===== config.mk =====
export PLATFORM = sky130hd
export DESIGN_NAME = array_set_table
export DESIGN_NICKNAME = d
export VERILOG_FILES = /design/src/rtl/core/ast_pkg.sv /design/src/rtl/core/ast_ram.sv /design/src/rtl/core/ast_ctrl.sv /design/src/rtl/core/array_set_table.sv
export SDC_FILE = /design/constraint.sdc
export NUM_CORES = 2
export LEC_CHECK = 0
export ABC_AREA = 0
export BUFFER_PORTS_ARGS = -buffer_cell sky130_fd_sc_hd__buf_2
export CAP_MARGIN = 30
export CORE_ASPECT_RATIO = 1.5
export CORE_UTILIZATION = 44
export CTS_CLUSTER_SIZE = 8
export DETAILED_ROUTE_END_ITERATION = 6
export GPL_TIMING_DRIVEN = 0
export PLACE_DENSITY_LB_ADDON = 0.12
export SYNTH_ARGS = -nofsm -noshare
export SYNTH_HDL_FRONTEND = slang
export SYNTH_HIERARCHICAL = 1
export SYNTH_SLANG_ARGS = --single-unit

===== constraint.sdc =====
create_clock -name clk -period 4.6 [get_ports clk]
set_input_delay 0.69 -clock clk [delete_from_list [all_inputs] [get_ports clk]]
set_output_delay 0.69 -clock clk [all_outputs]
set_load 0.03 [all_outputs]

===== src/rtl/core/ast_pkg.sv =====
// Shared types and constants for the array-backed set table.
// Used by ast_ctrl, array_set_table and the testbench; depends on nothing.
package ast_pkg;

  localparam int DEPTH = 64;
  localparam int KEY_W = 32;
  localparam int IDX_W = $clog2(DEPTH);
  localparam int CNT_W = $clog2(DEPTH + 1);
  localparam int CAP_W = 7;
  localparam int FUNC_W = 2;
  localparam int STAT_W = 2;
  localparam int OUT_W = 16;

  localparam logic [CAP_W-1:0] CAP_RESET = CAP_W'(64);

  // Operation codes
  localparam logic [FUNC_W-1:0] FUNC_LOOKUP = 2'd0;
  localparam logic [FUNC_W-1:0] FUNC_INSERT = 2'd1;
  localparam logic [FUNC_W-1:0] FUNC_REMOVE = 2'd2;

  // Status codes
  localparam logic [STAT_W-1:0] ST_DONE  = 2'd0;
  localparam logic [STAT_W-1:0] ST_NOCHG = 2'd1;
  localparam logic [STAT_W-1:0] ST_FULL  = 2'd2;

  typedef struct packed {
    logic             we;
    logic [IDX_W-1:0] addr;
    logic [KEY_W-1:0] data;
  } ram_wr_t;

  typedef struct packed {
    logic              found;
    logic [STAT_W-1:0] status;
    logic [CNT_W-1:0]  count;
    logic              empty_res;
    logic              full_res;
  } result_t;

endpackage


===== src/rtl/core/ast_ram.sv =====
// Generic single-write, single-read RAM with registered read data.
// Holds the key table; no dependencies.
module ast_ram #(
  parameter int DATA_W = 32,
  parameter int ADDR_W = 6
) (
  input  logic              clk,
  input  logic              we,
  input  logic [ADDR_W-1:0] waddr,
  input  logic [DATA_W-1:0] wdata,
  input  logic [ADDR_W-1:0] raddr,
  output logic [DATA_W-1:0] rdata
);

  localparam int WORDS = 1 << ADDR_W;

  logic [DATA_W-1:0] mem [WORDS];
  logic [DATA_W-1:0] rdata_r;

  always_ff @(posedge clk) begin
    if (we) begin
      mem[waddr] <= wdata;
    end
  end

  always_ff @(posedge clk) begin
    rdata_r <= mem[raddr];
  end

  assign rdata = rdata_r;

endmodule


===== src/rtl/core/ast_ctrl.sv =====
// Sequencer for the set table: linear search with one shared key compare,
// then insert append or remove swap-with-last. Depends on ast_pkg.
module ast_ctrl import ast_pkg::*; (
  input  logic              clk,
  input  logic              rst_n,
  input  logic              in_valid,
  output logic              in_ready,
  input  logic [FUNC_W-1:0] func,
  input  logic [KEY_W-1:0]  key,
  input  logic [CNT_W-1:0]  lim,
  output logic              res_valid,
  input  logic              res_ready,
  output result_t           res,
  output ram_wr_t           ram_wr,
  output logic [IDX_W-1:0]  ram_raddr,
  input  logic [KEY_W-1:0]  ram_rdata
);

  localparam logic [2:0] S_IDLE   = 3'd0;
  localparam logic [2:0] S_SEARCH = 3'd1;
  localparam logic [2:0] S_DECIDE = 3'd2;
  localparam logic [2:0] S_SWAP   = 3'd3;
  localparam logic [2:0] S_DONE   = 3'd4;

  logic [2:0]        state_r, state_nxt;
  logic [FUNC_W-1:0] func_r, func_nxt;
  logic [KEY_W-1:0]  key_r, key_nxt;
  logic [CNT_W-1:0]  count_r, count_nxt;
  logic [CNT_W-1:0]  scan_r, scan_nxt;
  logic              pend_r, pend_nxt;
  logic [IDX_W-1:0]  pend_idx_r, pend_idx_nxt;
  logic              found_r, found_nxt;
  logic [IDX_W-1:0]  slot_r, slot_nxt;
  logic [STAT_W-1:0] status_r, status_nxt;

  logic              match;
  logic              issue;
  logic [CNT_W-1:0]  last;

  assign match = pend_r && (ram_rdata == key_r);
  assign issue = (scan_r != count_r);
  assign last  = count_r - CNT_W'(1);

  always_comb begin
    state_nxt    = state_r;
    func_nxt     = func_r;
    key_nxt      = key_r;
    count_nxt    = count_r;
    scan_nxt     = scan_r;
    pend_nxt     = pend_r;
    pend_idx_nxt = pend_idx_r;
    found_nxt    = found_r;
    slot_nxt     = slot_r;
    status_nxt   = status_r;
    ram_wr.we    = 1'b0;
    ram_wr.addr  = count_r[IDX_W-1:0];
    ram_wr.data  = key_r;
    ram_raddr    = scan_r[IDX_W-1:0];

    case (state_r)
      S_IDLE: begin
        if (in_valid) begin
          func_nxt  = func;
          key_nxt   = key;
          scan_nxt  = '0;
          pend_nxt  = 1'b0;
          state_nxt = S_SEARCH;
        end
      end
      S_SEARCH: begin
        // Issue one read per cycle; compare the word read last cycle.
        if (issue) begin
          scan_nxt     = scan_r + CNT_W'(1);
          pend_nxt     = 1'b1;
          pend_idx_nxt = scan_r[IDX_W-1:0];
        end else begin
          pend_nxt = 1'b0;
        end
        if (match) begin
          found_nxt = 1'b1;
          slot_nxt  = pend_idx_r;
          pend_nxt  = 1'b0;
          state_nxt = S_DECIDE;
        end else if (!issue) begin
          found_nxt = 1'b0;
          state_nxt = S_DECIDE;
        end
      end
      S_DECIDE: begin
        status_nxt = ST_DONE;
        state_nxt  = S_DONE;
        case (func_r)
          FUNC_INSERT: begin
            if (found_r) begin
              status_nxt = ST_NOCHG;
            end else if (count_r >= lim) begin
              status_nxt = ST_FULL;
            end else begin
              ram_wr.we = 1'b1;
              count_nxt = count_r + CNT_W'(1);
            end
          end
          FUNC_REMOVE: begin
            if (!found_r) begin
              status_nxt = ST_NOCHG;
            end else begin
              count_nxt = last;
              // Fetch the last entry to fill the hole unless the hole is last.
              if (slot_r != last[IDX_W-1:0]) begin
                ram_raddr = last[IDX_W-1:0];
                state_nxt = S_SWAP;
              end
            end
          end
          default: begin
            status_nxt = ST_DONE;
          end
        endcase
      end
      S_SWAP: begin
        ram_wr.we   = 1'b1;
        ram_wr.addr = slot_r;
        ram_wr.data = ram_rdata;
        state_nxt   = S_DONE;
      end
      S_DONE: begin
        if (res_ready) begin
          state_nxt = S_IDLE;
        end
      end
      default: begin
        state_nxt = S_IDLE;
      end
    endcase
  end

  always_ff @(posedge clk) begin
    if (!rst_n) begin
      state_r <= S_IDLE;
      count_r <= '0;
      pend_r  <= 1'b0;
    end else begin
      state_r <= state_nxt;
      count_r <= count_nxt;
      pend_r  <= pend_nxt;
    end
  end

  always_ff @(posedge clk) begin
    func_r     <= func_nxt;
    key_r      <= key_nxt;
    scan_r     <= scan_nxt;
    pend_idx_r <= pend_idx_nxt;
    found_r    <= found_nxt;
    slot_r     <= slot_nxt;
    status_r   <= status_nxt;
  end

  assign in_ready      = (state_r == S_IDLE);
  assign res_valid     = (state_r == S_DONE);
  assign res.found     = found_r;
  assign res.status    = status_r;
  assign res.count     = count_r;
  assign res.empty_res = (count_r == '0);
  assign res.full_res  = (count_r >= lim);

endmodule


===== src/rtl/core/array_set_table.sv =====
// Set of distinct keys in a packed table, linear search; uses ast_pkg, ast_ram, ast_ctrl.
// A request is searched slot by slot until a hit or the end of the count, then decided;
// a remove that moves the last entry into the hole adds a swap step.
// One item at a time: a new request is taken only once the last result is in the output
// register; the search is bound by the single RAM read port and compare; out_tready stalls add delay.
// Reset (synchronous, rst_n low): count cleared, capacity_limit 64, table not cleared.
module array_set_table import ast_pkg::*; (
  input  logic              clk,
  input  logic              rst_n,
  input  logic              in_tvalid,
  output logic              in_tready,
  input  logic [KEY_W-1:0]  in_tdata,    // [31:0] key
  input  logic [FUNC_W-1:0] in_tuser,    // [1:0] func
  output logic              out_tvalid,
  input  logic              out_tready,
  // [0] found, [2:1] status, [9:3] count, [10] empty_res, [11] full_res,
  // [15:12] zero
  output logic [OUT_W-1:0]  out_tdata,
  input  logic              cfg_wr_en,
  input  logic [CAP_W-1:0]  cfg_wr_data
);

  logic [CAP_W-1:0] cap_r;
  logic [CNT_W-1:0] lim;
  logic             res_valid;
  logic             res_ready;
  result_t          res;
  ram_wr_t          ram_wr;
  logic [IDX_W-1:0] ram_raddr;
  logic [KEY_W-1:0] ram_rdata;
  logic             out_vld_r, out_vld_nxt;
  logic [OUT_W-1:0] out_data_r, out_data_nxt;

  always_ff @(posedge clk) begin
    if (!rst_n) begin
      cap_r <= CAP_RESET;
    end else if (cfg_wr_en) begin
      cap_r <= cfg_wr_data;
    end
  end

  // Clamp the limit to the table depth
  assign lim = (CNT_W'(cap_r) > CNT_W'(DEPTH)) ? CNT_W'(DEPTH) : CNT_W'(cap_r);

  ast_ctrl u_ctrl (
    .clk       (clk),
    .rst_n     (rst_n),
    .in_valid  (in_tvalid),
    .in_ready  (in_tready),
    .func      (in_tuser),
    .key       (in_tdata),
    .lim       (lim),
    .res_valid (res_valid),
    .res_ready (res_ready),
    .res       (res),
    .ram_wr    (ram_wr),
    .ram_raddr (ram_raddr),
    .ram_rdata (ram_rdata)
  );

  ast_ram #(
    .DATA_W (KEY_W),
    .ADDR_W (IDX_W)
  ) u_ram (
    .clk   (clk),
    .we    (ram_wr.we),
    .waddr (ram_wr.addr),
    .wdata (ram_wr.data),
    .raddr (ram_raddr),
    .rdata (ram_rdata)
  );

  // Output register: load when empty or being drained
  assign res_ready = !out_vld_r || out_tready;

  always_comb begin
    out_vld_nxt  = out_vld_r && !out_tready;
    out_data_nxt = out_data_r;
    if (res_valid && res_ready) begin
      out_vld_nxt  = 1'b1;
      out_data_nxt = {4'b0000, res.full_res, res.empty_res, res.count, res.status,
                      res.found};
    end
  end

  always_ff @(posedge clk) begin
    if (!rst_n) begin
      out_vld_r <= 1'b0;
    end else begin
      out_vld_r <= out_vld_nxt;
    end
  end

  always_ff @(posedge clk) begin
    out_data_r <= out_data_nxt;
  end

  assign out_tvalid = out_vld_r;
  assign out_tdata  = out_data_r;

endmodule


### After elaboration in Yosys (flattened, before gate mapping)

Memory sizes are Yosys's and may differ from the RTL's. A register that Yosys moved wholly into a read port is not among the register bits.
Index checks and enable logic that the tools add are counted.

* $mul: 0
* shifts and indexed selects: 0
* divide/modulo/power cells: 0
* add/subtract/negate cells: 3
* order comparisons: 2
* mux-type cells: 37
* reductions and logical operators: 18
* bitwise operators: 0
* equality and inequality tests: 17

Operators by type and width (count)
* 7-bit two-way mux: 6
* 38-bit two-way mux: 1
* 32-bit equality test: 1
* 7-bit case mux with 2 select lines: 2
* 6-bit two-way mux: 4
* 3-bit two-way mux: 7
* 3-bit case mux with 5 select lines: 1
* 7-bit by 1-bit adder with 7-bit output, second input constant: 2
* 1-bit two-way mux: 11
* 2-bit AND reduction: 5
* 2-bit by 1-bit != test with 1-bit output, second input constant: 4
* 7-bit greater-or-equal comparator: 1
* 7-bit > comparator, second input constant: 1
* 7-bit logical NOT: 1
* 7-bit != test: 1
* 7-bit by 1-bit subtractor with 7-bit output, second input constant: 1
* 3-bit by 2-bit equality test with 1-bit output, second input constant: 2
* 2-bit != test, second input constant: 3
* 6-bit != test: 1
* 3-bit AND reduction: 2
* 5-bit AND reduction: 1
* 2-bit two-way mux: 2
* 1-bit case mux with 2 select lines: 2
* 2-bit case mux with 2 select lines: 1
* other kinds (10): 14

* RAM bits: 2048
* input port bits: 46
* bits in registers: 87
* word-level logic and storage cells: 91
* output and inout port bits: 18
* bits in latches: 0
* memories kept: 1
* bits in read-only memories: 0

Memories
* u_ram.mem: depth 64, width 32, rd ports 1, clocked after memory_dff 1, write ports 1, RTL line ast_ram.sv:17 `logic [DATA_W-1:0] mem [WORDS];`

### Depth between registers and ports, before layout

* depth in word-level cells: 9
* gate-level depth with buffers: 18
* gate-level depth less buffers: 12

### Cells and area by module

The synthesis kept the hierarchy.

Modules (own cells, without submodules)
* ast_ram: times used 1, area each 78515.3 µm², cells each 3324
* ast_ctrl: times used 1, area each 4035.1 µm², cells each 338
* array_set_table: times used 1, area each 742.0 µm², cells each 51

### Worst setup path before layout

Ideal clock, no wire load.

* path type: register to register
* from: reg u_ctrl.count_r[0]
* to: mem u_ram.mem[48][0], enable pin
* path slack: -0.367 ns
* cell stages (with the launch flop): 11
* library setup time: 0.461 ns
* data arrival time: 4.506 ns
* data required time: 4.139 ns
* path through: dfxtp_1 -> buf_2 -> inv_1 -> ha_1 -> nand2b_1 -> a31oi_1 -> o211ai_1 -> o31ai_1 -> nor2b_1 -> nand4b_1 -> nor3_1

RTL lines
* from (decl): RTL line ast_ctrl.sv:28 `logic [CNT_W-1:0] count_r, count_nxt;`
* from (signal assigned): RTL line ast_ctrl.sv:144 `count_r <= count_nxt;`
* to (decl): RTL line ast_ram.sv:17

==> impl_metrics.csv <==
group,metric,value,unit
worst_setup_path,cp-end-kind,"flip-flop",
detailed_routing,met2_wirelength,138,mm
worst_setup_path,crit_required,5090,ps
worst_setup_path,rr_startpoint,"cap_r[6]",
cts,cts_root_buf,"clkbuf_16",
timing,min_period,4750,ps
floorplanning,core,188000,µm²
floorplanning,fp.dieW,357,µm
synth,syn_area_per_cell,22.4,µm²
worst_setup_path,worstSetupPathType,"flip-flop to flip-flop",
timing,setup_violations,116,
worst_hold_path,min_to,"u_ctrl/key_r[20]",
cts,cts_tree,"yes",
cts,numCtsBuffers,312,
cts,clk_latency,840,ps
timing,drv_slew,0,
detailed_routing,ant_nets,0,
worst_setup_path,r2r_cells,10,
synth,async_flop_share,0,%
timing,finClkSkew,48.2,ps
detailed_routing,met3RoutedLength,19.9,mm
cts,clock-sinks,2167,
synth,netlist_area,83300,µm²
global_route,grt_overflow_total,0,
synth,synth_edf_count,2116,
worst_setup_path,cp.arrival,5230,ps
detailed_routing,drcViolationCount,0,
synth,ys_ff_latch,2167,
status,violations,"negative setup slack",
final_layout,final_common_cell,"edfxtp_1",
detailed_routing,wl_met1,95.4,mm
global_route,first_global_vias,43800,
worst_hold_path,hold_depth,1,
synth,ys_seq_area_share,77.5,%
floorplanning,initial_utilization,44.3,%
global_route,grt_max_degree,65,
synth,synthCells,3713,
detailed_routing,wire_per_inst,39.5,µm
final_layout,nets,4417,
worst_hold_path,hp-class,"primary input to flip-flop",
floorplanning,io_pins,64,
timing,fin_crit_sh,103,%
placement,placed_area,90000,µm²
timing,tightestPinTransition,1050,ps
global_route,grt_first_pass_wirelength,366,mm
timing,finalHoldViolCount,0,
power_and_ir_drop,powerDensity,640,nW/µm²
status,status,"complete, but fails checks",
cts,clk_pin_slew,50,ps
worst_hold_path,worstHoldStart,"in_tdata[20]",
placement,dp_hpwl,183,mm
timing,rsz0062_at_grt,"true",
flow_run,maxCapViolCount,0,
worst_setup_path,path_max_fanout,22,
cts,cts.path.max_buffers,4,
floorplanning,die_y,535,µm
synth,synth_cell_types,64,
synth,synthFlopType,"edfxtp_1",
placement,place_congestion,0.953,
final_layout,syn2layout_area_growth,21.8,%
global_route,antenna_found_initial,14,
detailed_routing,highest_layer,"met5",
timing,fin_ws,-147,ps
detailed_routing,num_vias,43200,
floorplanning,die-area,191000,µm²
worst_setup_path,crit_path_start_kind,"flip-flop",
detailed_routing,avgViaCountPerCell,6.27,
final_layout,fillers,14100,
final_layout,finalInstanceArea,101000,µm²
global_route,global_route.usage.total,28.7,%
synth,yosys_warnings,6,
final_layout,layout_common_cells,"edfxtp_1 (2116), mux4_2 (544), clkbuf_16 (321)",
power_and_ir_drop,p_leak,32.3,nW
power_and_ir_drop,irDropWorstVdd,429,µV
placement,io_buffer_count,58,
detailed_routing,dr.pass1.iters,6,
detailed_routing,totalWireLength,272,mm
cts,htreeDepth,5,
timing,fin_setup_tns,-10110,ps
floorplanning,rows,195,
final_layout,drive_gt1_share,35.8,%
detailed_routing,drt_iter0_markers,5601,
worst_setup_path,r2r-end,"u_ram/mem[43][5]",
worst_setup_path,r2r_setup_slack,-150,ps
timing,max-slew-margin-rel,30.2,%
timing,max_freq,0.211,GHz
## cells in the mapped netlist, drive strengths merged, types with 5 or more instances
library cell | n | area (µm²)
or2 | 5 | 31.3
or3b | 7 | 61.3
a22oi | 12 | 90.1
nor3 | 16 | 85.1
nand2 | 42 | 158
and3 | 8 | 50.1
inv | 20 | 75.1
and2 | 5 | 33.8
edfxtp | 2116 | 63500
dfxtp | 51 | 1020
o21ai | 6 | 30.0
o22ai | 84 | 526
xor2 | 37 | 324
nand2b | 16 | 100
nand4 | 8 | 50.1
mux2 | 43 | 503
buf | 122 | 698
xnor2 | 14 | 123
a211oi | 7 | 65.1
a21oi | 66 | 330
nand3b | 6 | 45.0
nor2 | 148 | 556
ha | 13 | 163
a311oi | 8 | 70.1
mux4 | 544 | 12300
o32ai | 7 | 61.3
mux2i | 105 | 1050
nand3 | 10 | 50.1
nor2b | 30 | 188
nor4 | 8 | 50.1
clkbuf | 82 | 308
or3 | 5 | 36.3
o221ai | 27 | 236
## registers in the layout, indices dropped and copies added, names as in the netlist
signal and count:
u_ram/mem 2048, u_ctrl/key_r 32, u_ram/rdata 32, out_tdata 12
cap_r 7, u_ctrl/count_r 7, u_ctrl/scan_r 7, u_ctrl/pend_idx_r 6
u_ctrl/slot_r 6, u_ctrl/state_r 3, u_ctrl/func_r 2, u_ctrl/status_r 2
out_tvalid 1, u_ctrl/found_r 1, u_ctrl/pend_r 1
## repair_timing
action                     in CTS  in global routing
hold buffers                    5                  0
hold endpoints to repair        5                  0
gates cloned                    1                  2
buffers inserted              107                 25
setup endpoints to repair    2075                464
gates resized for setup       342                 60
pin swaps                      54                 24
## power breakdown
group	switching, mW	total (mW)	internal (mW)	leakage (nW)
registers	0.271	23.7	23.4	19.5
clock network	7.87	20.2	12.3	4.06
logic	13.3	21.1	7.82	8.79
total	21.5	65.0	43.5	32.3
## kinds of logic after synthesis
logic type	Yosys count	synth area share, %
AO/OA/AOI/OAI	240	1.92
flip-flops	2167	77.5
adder cells (fa/ha/maj)	13	0.195
XOR/XNOR	54	0.619
other	1	0.00450
AND/OR/NAND/NOR	322	1.87
buffers and inverters	224	1.30
multiplexers	692	16.6
## per-layer routing
layer,vias to the layer above,GRT usage [%]
met1,23400,34.2
met3,588,4.81
met2,2295,48.6
met4,2,17.5
met5,-,0
li1,16900,-
## area by class of cell
| cell class | instances | area, µm² | area share [%] |
|---|---|---|---|
| diodes | 3 | 7.51 | 0.00740 |
| clock buffers | 367 | 8160 | 8.05 |
| well taps | 2462 | 3080 | 3.04 |
| plain buffers | 197 | 1720 | 1.70 |
| inverters | 20 | 78.8 | 0.0777 |
| clock inverters | 14 | 138 | 0.136 |
| repair buffers | 335 | 4770 | 4.70 |
| flip-flops and latches | 2167 | 64600 | 63.7 |
| multi-input cells | 1325 | 18900 | 18.6 |
## through the flow
stage	power, mW	cells	utilization (%)	hold slack, ps	setup WS (ps)
2_1_floorplan	33.9	3716	-	400	387
3_3_place_gp	42.3	6236	46.1	401	-3480
3_5_place_dp	43.2	6373	47.9	407	-1920
4_1_cts	64.8	6863	53.7	0.860	-22.0
5_1_grt	66.3	6888	53.9	20.6	-188
6_report	65.0	6890	53.9	44.6	-147
## worst max-delay path by stage
| stage | slack, ps | cells past startpoint | start | end |
|---|---|---|---|---|
| finish | -150 | 10 | cap_r[6] | u_ram/mem[43][5] |
| detailed placement | -1920 | 17 | u_ctrl/count_r[0] | u_ram/rdata[9] |
| CTS | -20 | 10 | cap_r[6] | u_ram/mem[43][5] |
| global route | -190 | 10 | cap_r[6] | u_ram/mem[33][1] |
| floorplan | 390 | 10 | u_ctrl/count_r[0] | u_ram/mem[62][0] |
| global placement | -3480 | 10 | u_ctrl/count_r[0] | u_ram/mem[22][10] |
## worst max-delay path, stage by stage (launching register included)
cell and delay [ps]:
dfxtp_1 390, nor2b_1 140, inv_1 50, ha_1 300
and3_1 190, o21ai_0 290, o211ai_1 380, o31ai_2 780
nand3_1 810, nor2_4 790, buf_12 280
Power figures use the tool's default switching activity.
